===== src/hdl/assert_macros.svh =====
// assertion helpers shared by the rtl
`ifndef ASSERT_MACROS_SVH
`define ASSERT_MACROS_SVH

`ifndef ASSERT_OFF

`define ASSERT_IMPLIES(label, clk, rst_n, pre, post) \
  label: assert property (@(posedge clk) disable iff (!rst_n) (pre) |-> (post)) \
    else $error("same-cycle assertion failed");

`define ASSERT_NEXT(label, clk, rst_n, pre, post) \
  label: assert property (@(posedge clk) disable iff (!rst_n) (pre) |=> (post)) \
    else $error("next-cycle assertion failed");

`else

`define ASSERT_IMPLIES(label, clk, rst_n, pre, post)

`define ASSERT_NEXT(label, clk, rst_n, pre, post)

`endif

`endif


===== src/hdl/dmwbc_pkg.sv =====
`default_nettype none

package dmwbc_pkg;

  localparam int LINES          = 16;
  localparam int WORDS_PER_LINE = 2;
  localparam int WORD_BITS      = 32;
  localparam int MEM_WORDS      = 65536;

  localparam int ADDR_W    = 16;
  localparam int OFF_W     = $clog2(WORDS_PER_LINE);
  localparam int LINE_W    = $clog2(LINES);
  localparam int TAG_W     = ADDR_W - LINE_W - OFF_W;
  localparam int SLOT_W    = LINE_W + OFF_W;
  localparam int SLOTS     = LINES * WORDS_PER_LINE;
  localparam int MEM_AW    = $clog2(MEM_WORDS);
  localparam int COST_W    = 16;
  localparam int ACC_W     = 18;
  localparam int TIME_W    = 32;
  localparam int OP_W      = 2;
  localparam int CFG_IDX_W = 2;

  localparam logic [COST_W-1:0] RST_MEM_READ_COST    = COST_W'(100);
  localparam logic [COST_W-1:0] RST_MEM_WRITE_COST   = COST_W'(50);
  localparam logic [COST_W-1:0] RST_CACHE_READ_COST  = COST_W'(1);
  localparam logic [COST_W-1:0] RST_CACHE_WRITE_COST = COST_W'(1);

  typedef enum logic [OP_W-1:0] {
    OP_READ  = 0,
    OP_WRITE = 1,
    OP_CLEAR = 2
  } op_t;

  typedef enum logic [CFG_IDX_W-1:0] {
    CFG_MEM_READ_COST    = 0,
    CFG_MEM_WRITE_COST   = 1,
    CFG_CACHE_READ_COST  = 2,
    CFG_CACHE_WRITE_COST = 3
  } cfg_reg_t;

  typedef enum logic [3:0] {
    ST_CLEAR,
    ST_IDLE,
    ST_LOOKUP,
    ST_WB_RD,
    ST_WB_WR,
    ST_FILL_RD,
    ST_FILL_WR,
    ST_ACCESS,
    ST_FINISH
  } state_t;

  typedef struct packed {
    logic clr_wr;
    logic capture;
    logic lookup;
    logic wb_rd;
    logic wb_wr;
    logic fill_rd;
    logic fill_wr;
    logic acc_rd;
    logic acc_wr;
    logic finish;
  } dp_cmd_t;

  typedef struct packed {
    logic clr_last;
    logic op_rw;
    logic op_read;
    logic hit;
    logic victim_dirty;
    logic cnt_last;
    logic out_free;
  } dp_status_t;

endpackage

`default_nettype wire


===== src/hdl/dmwbc_ctrl.sv =====
`default_nettype none

module dmwbc_ctrl import dmwbc_pkg::*; (
  input  wire logic       clk,
  input  wire logic       rst_n,
  input  wire logic       in_valid,
  output logic            in_ready,
  input  wire dp_status_t status,
  output dp_cmd_t         cmd
);

  state_t state_r;
  state_t state_nxt;

  always_ff @(posedge clk) begin
    if (!rst_n) begin
      state_r <= ST_CLEAR;
    end else begin
      state_r <= state_nxt;
    end
  end

  always_comb begin
    state_nxt = state_r;
    case (state_r)
      ST_CLEAR: begin
        if (status.clr_last) state_nxt = ST_IDLE;
      end
      ST_IDLE: begin
        if (in_valid) state_nxt = ST_LOOKUP;
      end
      ST_LOOKUP: begin
        if (!status.op_rw) begin
          state_nxt = ST_FINISH;
        end else if (status.hit) begin
          state_nxt = ST_ACCESS;
        end else if (status.victim_dirty) begin
          state_nxt = ST_WB_RD;
        end else begin
          state_nxt = ST_FILL_RD;
        end
      end
      ST_WB_RD:   state_nxt = ST_WB_WR;
      ST_WB_WR:   state_nxt = status.cnt_last ? ST_FILL_RD : ST_WB_RD;
      ST_FILL_RD: state_nxt = ST_FILL_WR;
      ST_FILL_WR: state_nxt = status.cnt_last ? ST_ACCESS : ST_FILL_RD;
      ST_ACCESS:  state_nxt = ST_FINISH;
      ST_FINISH: begin
        if (status.out_free) state_nxt = ST_IDLE;
      end
      default:    state_nxt = ST_CLEAR;
    endcase
  end

  always_comb begin
    cmd      = '0;
    in_ready = 1'b0;
    case (state_r)
      ST_CLEAR:   cmd.clr_wr = 1'b1;
      ST_IDLE: begin
        in_ready    = 1'b1;
        cmd.capture = in_valid;
      end
      ST_LOOKUP:  cmd.lookup  = 1'b1;
      ST_WB_RD:   cmd.wb_rd   = 1'b1;
      ST_WB_WR:   cmd.wb_wr   = 1'b1;
      ST_FILL_RD: cmd.fill_rd = 1'b1;
      ST_FILL_WR: cmd.fill_wr = 1'b1;
      ST_ACCESS: begin
        cmd.acc_rd = status.op_read;
        cmd.acc_wr = !status.op_read;
      end
      ST_FINISH:  cmd.finish  = status.out_free;
      default:    cmd = '0;
    endcase
  end

endmodule

`default_nettype wire


===== config.mk =====
export PLATFORM = sky130hd
export DESIGN_NAME = dmwbc_ctrl
export DESIGN_NICKNAME = d
export VERILOG_FILES = /design/src/hdl/assert_macros.svh /design/src/hdl/dmwbc_pkg.sv /design/src/hdl/dmwbc_ctrl.sv
export SDC_FILE = /design/constraint.sdc
export NUM_CORES = 1
export LEC_CHECK = 0
export BUFFER_PORTS_ARGS = -buffer_cell sky130_fd_sc_hd__buf_4
export CORE_AREA = 8 8 45 47
export CTS_CLUSTER_SIZE = 24
export DETAILED_ROUTE_END_ITERATION = 8
export DIE_AREA = 0 0 53 55
export MAX_ROUTING_LAYER = met4
export SYNTH_ARGS = -nofsm -noshare
export SYNTH_HDL_FRONTEND = slang
export SYNTH_SLANG_ARGS = --single-unit

===== constraint.sdc =====
create_clock -name clk -period 4.25 [get_ports clk]
set_clock_uncertainty 0.1 [all_clocks]
set_input_delay 0.425 -clock clk [delete_from_list [all_inputs] [get_ports clk]]
set_output_delay 0.425 -clock clk [all_outputs]
set_load 0.02 [all_outputs]

-- After elaboration in Yosys (flattened, before gate mapping)
Index checks and enable logic that the tools add are counted.
- register bits: 4
- bits in latches: 0
- bits in writable memories: 0
- bits in read-only memories: 0
- bits of input ports: 10
- logic and storage cells: 34
- memories kept: 0
- add/sub/neg operators: 0
- multiply operators: 0
- div/mod/pow operators: 0
- order comparisons: 0
- equal/unequal tests: 11
- shifts and indexed selects: 0
- mux-type cells: 19
- bitwise gates (word level): 0
- reductions and logical operators: 3
- operators with widths (kind ; number):
    one-hot mux 4 bit (9 select lines) ; 1
    equality test 4 x 3 -> 1 bit (second input constant) ; 4
    two-way mux 4 bit ; 4
    two-way mux 1 bit ; 9
    two-way mux 3 bit ; 3
    equality test 4 x 2 -> 1 bit (second input constant) ; 2
    != test 2 bit (second input constant) ; 3
    equality test 4 x 1 -> 1 bit (second input constant) ; 1
    equality test 4 bit (second input constant) ; 1
    logical NOT 4 bit ; 1
    two-way mux 2 bit ; 2
    AND reduction 3 bit ; 1
    logical NOT 1 bit ; 1

-- Logic depth before layout (Yosys ltp)
Gate-level depths: netlist of run 1.
- depth in word-level cells: 4
- depth in mapped cells: 5
- depth with buffers taken out: 3

-- Worst setup path after synthesis of run 1
OpenSTA, ideal clock, no wires.
- path kind: reg-to-output
- from: register state_r[1]
- to: output port cmd[8] (netlist bit)
- arrival: 1.435 ns
- required time: 3.725 ns
- slack: 2.290 ns
- stages on the path, launching flop included: 5
- path through: dfxtp_1 -> buf_2 -> buf_2 -> nor4b_2 -> and2_1
- RTL lines (item ; RTL line ; RTL):
    start: declaration ; dmwbc_ctrl.sv:12 ; state_t state_r;
    start signal: assignment ; dmwbc_ctrl.sv:19 ; state_r <= state_nxt;
    end: declaration ; dmwbc_ctrl.sv:9 ; output dp_cmd_t cmd

==> results of run 1 <==
synthesized netlist by cell type:
cell,count
a21oi_1,4
a221oi_2,1
a31o_1,1
and2_0,1
and2_1,2
and3_1,1
buf_2,5
buf_6,1
dfxtp_1,4
inv_1,3
nand2_1,2
nand2b_1,4
nand3_1,2
nand3b_1,1
nand4b_1,1
nor2_1,4
nor3_1,6
nor3b_1,2
nor4_1,1
nor4b_1,1
nor4b_2,2
o211ai_1,2
o21ai_0,1
o31ai_1,1
o41ai_1,1
or3_1,1
or3b_1,1
or4_1,1
worst max path at each step:
stage	from	endpoint	slack [ns]	cells past startpoint
after floorplan	state_r[1]	cmd[8]	2.29	4
after global placement	state_r[0]	cmd[8]	2.45	3
after detailed placement	state_r[0]	cmd[8]	2.41	3
after CTS	state_r[0]	cmd[8]	2.15	3
after global routing	state_r[0]	cmd[8]	2.06	3
final	state_r[0]	cmd[8]	2.16	3
per-layer routing:
metal | GRT usage, % | wire length, um | vias up
met1 | 10.4 | 589 | 214
li1 | - | - | 243
met3 | 4.81 | 114 | 0
met2 | 12.3 | 496 | 17
met5 | - | 0 | -
met4 | 3.88 | 0 | 0
through the flow:
step / hold WS [ns] / power, mW
after CTS: 0.346 / 0.162
after global routing: 0.355 / 0.175
after detailed placement: 0.547 / 0.115
after floorplan: 0.461 / 0.0939
final: 0.346 / 0.160
after global placement: 0.569 / 0.115
worst max-delay path: cells and delay by family (launching register included):
| family | cells | cell delay (ns) |
|---|---|---|
| DFF | 1 | 0.65 |
| and+or+nand+nor | 2 | 0.55 |
| buffers and inverters | 1 | 0.13 |
power breakdown:
part	leakage, nW	internal (mW)	switching (mW)	total [mW]
logic	0.183	0.0303	0.0279	0.0582
clock network	0.0138	0.0315	0.0139	0.0454
registers	0.0326	0.0413	0.0148	0.0561
cells by family (layout without fill, tap and decap cells):
group	count (synthesis)	in the layout	synth area share (%)
AO/OA/AOI/OAI	11	11	19.1
AND/OR/NAND/NOR	33	33	50.5
flip-flops	4	4	19.1
buffers and inverters	9	26	11.3
cell type report:
type,instances,area [sq um]
Timing Repair Buffer,20,150
Clock buffer,3,22.5
Multi-Input combinational cell,44,292
Sequential cell,4,80.1
Inverter,3,11.3
Fill cell,145,808
Tap cell,16,20.0
==> metrics.cfg, run 1 <==
[clocking]
cts_num_sinks=4
cts_inserted_buffers=3
cts_resized=0
clk_latency_ns=0.23
cts.clk_slew.worst_paths_ns=0.03
cts-root-buf=clkbuf_4
ctsHoldBuffers=0
clockBufferDepth=2
cts_setup_buffers=0
htreeDepth=1
cts_tree=done

[floorplan]
coreArea_sq_um=1380
die_y_um=55
ios=21
die_w_um=53
dieArea_sq_um=2920
start_util_pct=30.3
rows=14

[cells_and_area]
utilization_pct=41.6
fin_cells=90
post_route_cells_drive_above_1_share_pct=35.1
layout_commonest_cell=buf_4
n_antenna_cell=0
reg_top3=state_r x4
top_register=state_r
fin_area_sq_um=576
largest_reg_flops=4
syn_to_final_growth_pct=37.3
final_cell_mix=20 x buf_4, 6 x nor3_1
fin_nets=86

[worst_hold_path]
whs_path_depth=3
hp-class=in -> reg
hp-start=rst_n
hold-path-endpoint=state_r[0]

[placement]
gp_congestion=0.788
dpl_cell_area_sq_um=553
place_ws_ns=2.41
dp_cells=87
io_buffers=20
detailedPlacementHpwl_um=882

[synthesis]
netlist.area_leader.share_pct=19.1
synth_seq_area_share_pct=19.1
synth_top_area_cell=dfxtp_1
syn_inst=57
yosysWarnings=0
yosys.cell_types.count=28
synth_area_per_cell_sq_um=7.35
synth_area_sq_um=419
syn_nets=67
synth_seq_cells=4
netlist_top_cells_area=dfxtp_1 19%, nor3_1 7.2%, nor4b_2 7.2%

[timing]
grt_setup_unrepaired=no
period_share_pct=49.1
fmax_ghz=0.479
relSlewSlack_pct=62.4
setup_violations=0
finalCriticalPeriod_ns=2.09
setup_slack_ns=2.16
setup-tns-final_ns=0
slew_viol_final=0
timing_hold_violations_final=0
worst_pin_slew_ns=0.563

[global_routing]
antenna_found_initial=0
grt_pass1_vias=423
grt_pass1_wl_mm=1.92
grt_overflow=0
grt_max_degree=19
track_usage_pct=8.94

[drt]
ant_nets=0
totalWireLength_mm=1.20
first_iter_violations=5
drt-vias-per-instance=5.27
firstDrtPassIters=2
wl_per_cell_um=13.3
drc=0
vias=474

[worst_setup_path]
critical_path.slowest_cell=dfxtp_1
r2r-start=state_r[1]
r2r-end=state_r[1]
crit_path_start_kind=register
rrSetupSlack_ns=2.52
cp-end-kind=output port
path_max_fanout=18
crit_arrival_ns=1.56
critPathKind=reg -> out
rr_worst_depth=3
crit_chain=nor4b_2 -> and2_1 -> buf_4
cp.required_ns=3.72
cpPeakStageDelay_ns=0.65

[power]
ir_worst_vdd_mv=0.121
powerDensity_nw_per_um2=277
p_leak_nw=0.230

[run_status]
status=finished, final reports clean

[run]
drv_cap=0

No activity file was read; power rests on OpenSTA's default activity.
==> inputs of run 2 (changes only) <==
ABC_AREA = 1   (was not set)
clock period = 2.2 ns   (was 4.25 ns; I/O delays follow)
==> run 2 against run 1 <==
Setup slack worse by 1.5 ns. Worst hold slack worse by 0.27 ns. Final area is the same. Largest cell class unchanged.
==> metrics.cfg, run 2 <==
[worst_setup_path]
cp.required_ns=1.88
cpPeakStageDelay_ns=0.39
crit_path_start=state_r[2]
crit_arrival_ns=1.27
crit_path_start_kind=register
crit_chain=inv_2 -> nor2_1 -> nand3_1 -> nor2_1 -> buf_4
critPathBufInv=2
cp-end-kind=output port
crit_family=simple AND/OR/NAND/NOR gates
path_max_fanout=5
cpMostUsedCell=nor2_1
r2r-start=state_r[2]
critical_path.slowest_cell=dfxtp_1
critPathKind=reg -> out

[floorplan]
die_y_um=55
start_util_pct=27.7
dieArea_sq_um=2920
die_w_um=53
coreArea_sq_um=1380
rows=14
ios=21

[worst_hold_path]
hp-start=rst_n
hp-class=in -> reg

[synthesis]
synth_flop_cell=dfxtp_1
netlist.area_leader.share_pct=20.9
netlist_top_cells_area=dfxtp_1 21%, nor2_1 16%, inv_1 14%
synth_seq_area_share_pct=20.9
synth_top_area_cell=dfxtp_1
synth_seq_cells=4
synth_top_cells_by_count=16 x nor2_1, 14 x inv_1, 13 x nand2_1, 9 x nand3_1
syn_nets=81
syn_inst=71
yosys.cell_types.count=14
async_reset_ff_share_pct=0
yosysWarnings=0
synth_area_per_cell_sq_um=5.39
synth_area_sq_um=383
synth-edff-count=0
synth.most_common_cell=nor2_1

[power]
ir_worst_vdd_mv=0.564
powerDensity_nw_per_um2=872
total_power_uw=502
p_leak_nw=0.338

[drt]
first_iter_violations=7
vias=503
topRoutingLayerUsed=met4
wl_met1_um=398
totalWireLength_mm=1.09
ant_nets=0
drt-vias-per-instance=4.57
drc=0
wl_per_cell_um=9.86
wl_met2_um=549
met3_length_um=108
firstDrtPassIters=4

[clocking]
cts_num_sinks=4
cts_resized=0
clockBufferDepth=2
clk_latency_ns=0.24
cts_setup_buffers=0
cts-root-buf=clkbuf_4
cts.clk_slew.worst_paths_ns=0.04
htreeDepth=1
cts_tree=done
ctsHoldBuffers=0
cts_inserted_buffers=3

[timing]
grt_setup_unrepaired=no
worst_pin_slew_ns=0.273
period_share_pct=72.1
setup_violations=0
finalCriticalPeriod_ns=1.59
timing_hold_violations_final=0
setup-tns-final_ns=0
slew_viol_final=0
fmax_ghz=0.631
relSlewSlack_pct=81.8

[global_routing]
track_usage_pct=8.05
grt_pass1_vias=434
grt_pass1_wl_mm=1.73
grt_max_degree=7
grt_overflow=0
antenna_found_initial=0

[cells_and_area]
post_route_cells_drive_above_1_share_pct=33.0
n_antenna_cell=0
largest_reg_flops=4
reg_top3=state_r x4
final_cell_mix=20 x buf_4, 16 x nor2_1, 14 x inv_1, 13 x nand2_1, 9 x nand3_1
top_register=state_r
syn_to_final_growth_pct=50.3
fin_cells=110
layout_commonest_cell=buf_4
fin_nets=106

[placement]
io_buffers=20
gp_congestion=0.882
detailedPlacementHpwl_um=937
dp_cells=107

[run]
drv_cap=0

[run_status]
status=finished, final reports clean

run 2: where the power goes:
group / internal (mW) / total [mW] / switching (mW)
Combinational: 0.114 / 0.293 / 0.179
Clock: 0.0612 / 0.0935 / 0.0323
Sequential: 0.0882 / 0.116 / 0.0275
run 2: cell families after synthesis:
| logic type | Yosys count | synth area share (%) |
|---|---|---|
| AO/OA/AOI/OAI | 5 | 7.84 |
| buffers and inverters | 18 | 17.6 |
| flip-flops | 4 | 20.9 |
| AND/OR/NAND/NOR | 44 | 53.6 |
run 2: metrics by stage:
step                      worst slack (ns)  hold WS, ns  utilization (%)  instance area (sq um)
after floorplan                      0.829        0.218                -                    383
after global placement               0.885        0.311             40.0                    553
after detailed placement             0.866        0.314             40.0                    553
after CTS                            0.601       0.0678             41.6                    576
after global routing                 0.517       0.0785             41.6                    576
final                                0.614       0.0735             41.6                    576
run 2: layer usage:
metal / GRT usage, % / up-vias
met5: - / -
met4: 3.88 / 0
met3: 4.01 / 4
met2: 11.9 / 15
met1: 8.80 / 219
li1: - / 265
run 2: area by class of cell:
class / instances / area [sq um]
Clock buffer: 3 / 22.5
Fill cell: 149 / 808
Inverter: 18 / 67.6
Multi-Input combinational cell: 49 / 235
Sequential cell: 4 / 80.1
Tap cell: 16 / 20.0
Timing Repair Buffer: 20 / 150
run 2: worst paths after layout:
path / cells after the start / slack, ns / to
setup / recovery: 5 / 0.61 / cmd[2]
hold / removal: 3 / 0.07 / state_r[3]
setup reg to reg: 6 / 0.94 / state_r[1]
hold reg to reg: 4 / 0.59 / state_r[2]
run 2: worst min-delay path: stages:
cell and delay, ns:
buf_4 0.08, nand2_1 0.04, inv_1 0.04
==> inputs of run 3 (changes only) <==
ABC_AREA = 0   (was 1)
clock period = 1.3 ns   (was 2.2 ns; I/O delays follow)
==> run 3 against run 2 <==
The run now ends with setup timing left. Core utilization grew 37 points. Routed wire length grew 86%. Clock power grew 70%. Worst hold slack lost 0.023 ns. Final cell count grew 8.2%. Critical endpoint is now cmd[0]. Largest cell class unchanged. Largest power group unchanged.
==> metrics.cfg, run 3 (same netlist as run 1, synthesis figures left out) <==
[worst_setup_path]
cp.required_ns=1.07
cp-end-kind=output port
cpMostUsedCell=buf_6
cpPeakStageDelay_ns=0.36
crit_chain=buf_6 -> nor4b_4 -> and2_4 -> buf_6
crit_arrival_ns=1.33
path_max_fanout=7
critical_path.slowest_cell=dfxtp_4
crit_path_start_kind=register
critPathKind=reg -> out

[timing]
setup_violations=14
finalCriticalPeriod_ns=1.56
grt_setup_unrepaired=yes
slew_viol_final=0
fmax_ghz=0.640
worst_pin_slew_ns=0.397
setup_slack_ns=-0.261
relSlewSlack_pct=73.3
timing_hold_violations_final=0
whs_ns=0.0503
period_share_pct=120

[worst_hold_path]
hp-class=in -> reg

[global_routing]
grt_use_met2_pct=25.6
grt_max_degree=8
track_usage_pct=14.1
grt_overflow=0
grt_pass1_wl_mm=2.98
antenna_found_initial=0
busiest_layer=met2
grt_pass1_vias=630
grt_use_met1_pct=15.1
use_met3_pct=2.14

[run_status]
status=finished, violations left
violations=setup timing

[drt]
drc=0
firstDrtPassIters=4
totalWireLength_mm=2.02
ant_nets=0
first_iter_violations=13
drt-vias-per-instance=5.31
vias=632
wl_per_cell_um=17.0

[floorplan]
rows=14
ios=21
coreArea_sq_um=1380
dieArea_sq_um=2920
start_util_pct=30.3
die_w_um=53
die_y_um=55

[run]
drv_cap=0

[clocking]
cts-root-buf=clkbuf_4
clk_latency_ns=0.24
cts_inserted_buffers=3
cts.clk_slew.worst_paths_ns=0.04
clockBufferDepth=2
cts_tree=done
cts_num_sinks=4
htreeDepth=1

[cells_and_area]
syn_to_final_growth_pct=159
fin_nets=115
largest_reg_flops=4
final_cell_mix=26 x buf_4, 22 x buf_6, 4 x nor3_4, 4 x dfxtp_4
top_register=state_r
post_route_cells_drive_above_1_share_pct=78.6
reg_top3=state_r x4
n_antenna_cell=0
fin_cells=119
layout_commonest_cell=buf_4

[power]
p_leak_nw=0.468
total_power_uw=850
ir_worst_vdd_mv=0.501
powerDensity_nw_per_um2=782

[placement]
gp_congestion=0.816
io_buffers=20
dp_cells=105
detailedPlacementHpwl_mm=1.12

-- run 3: metal layers --
metal	share of wire [%]	wire length [um]	vias to the layer above
li1	-	-	303
met4	0.79	16	0
met3	3.9	78	2
met2	55	1120	26
met1	40	808	301
met5	0	0	-
-- run 3: path summary, 6_finish.rpt --
kind / start / end / slack [ns] / cells past startpoint
worst max-delay path: state_r[1] / cmd[0] / -0.26 / 4
worst min register to register: state_r[3] / state_r[3] / 0.60 / 3
worst max register to register: state_r[2] / state_r[1] / -0.18 / 4
worst min-delay path: rst_n / state_r[0] / 0.05 / 3
-- run 3: power breakdown --
part	switching (mW)	leakage [nW]	total, mW	internal (mW)
clock	0.0556	0.0138	0.159	0.104
combinational	0.237	0.418	0.536	0.299
sequential	0.0198	0.0356	0.155	0.135
-- run 3: repair_timing --
item,CTS,global route
setup buffers,11,2
pin swaps,12,11
setup endpoints to repair,14,15
gates resized for setup,31,26
hold buffers,0,0
-- run 3: layout make-up --
| type | instances | area [sq um] |
|---|---|---|
| flip-flops and latches | 4 | 95.1 |
| fillers | 81 | 297 |
| inverters | 3 | 11.3 |
| multi-input cells | 44 | 480 |
| clock buffers | 3 | 22.5 |
| repair buffers | 49 | 458 |
| well taps | 16 | 20.0 |
-- run 3: metrics by stage --
step | util, % | worst slack [ns] | TNS (ns) | instance area [sq um]
6_report | 78.6 | -0.261 | -2.52 | 1090
5_1_grt | 78.6 | -0.302 | -3.10 | 1090
4_1_cts | 70.3 | -0.232 | -2.42 | 973
3_5_place_dp | 54.6 | -0.113 | -0.718 | 756
3_3_place_gp | 54.6 | -0.104 | -0.689 | 756
2_1_floorplan | - | -0.173 | -0.708 | 505
-- run 3: worst max-delay path, delay by kind of cell, from the launching register on --
family | cells | cell delay [ns]
and+or+nand+nor | 2 | 0.49
DFF | 1 | 0.36
buffers and inverters | 2 | 0.24
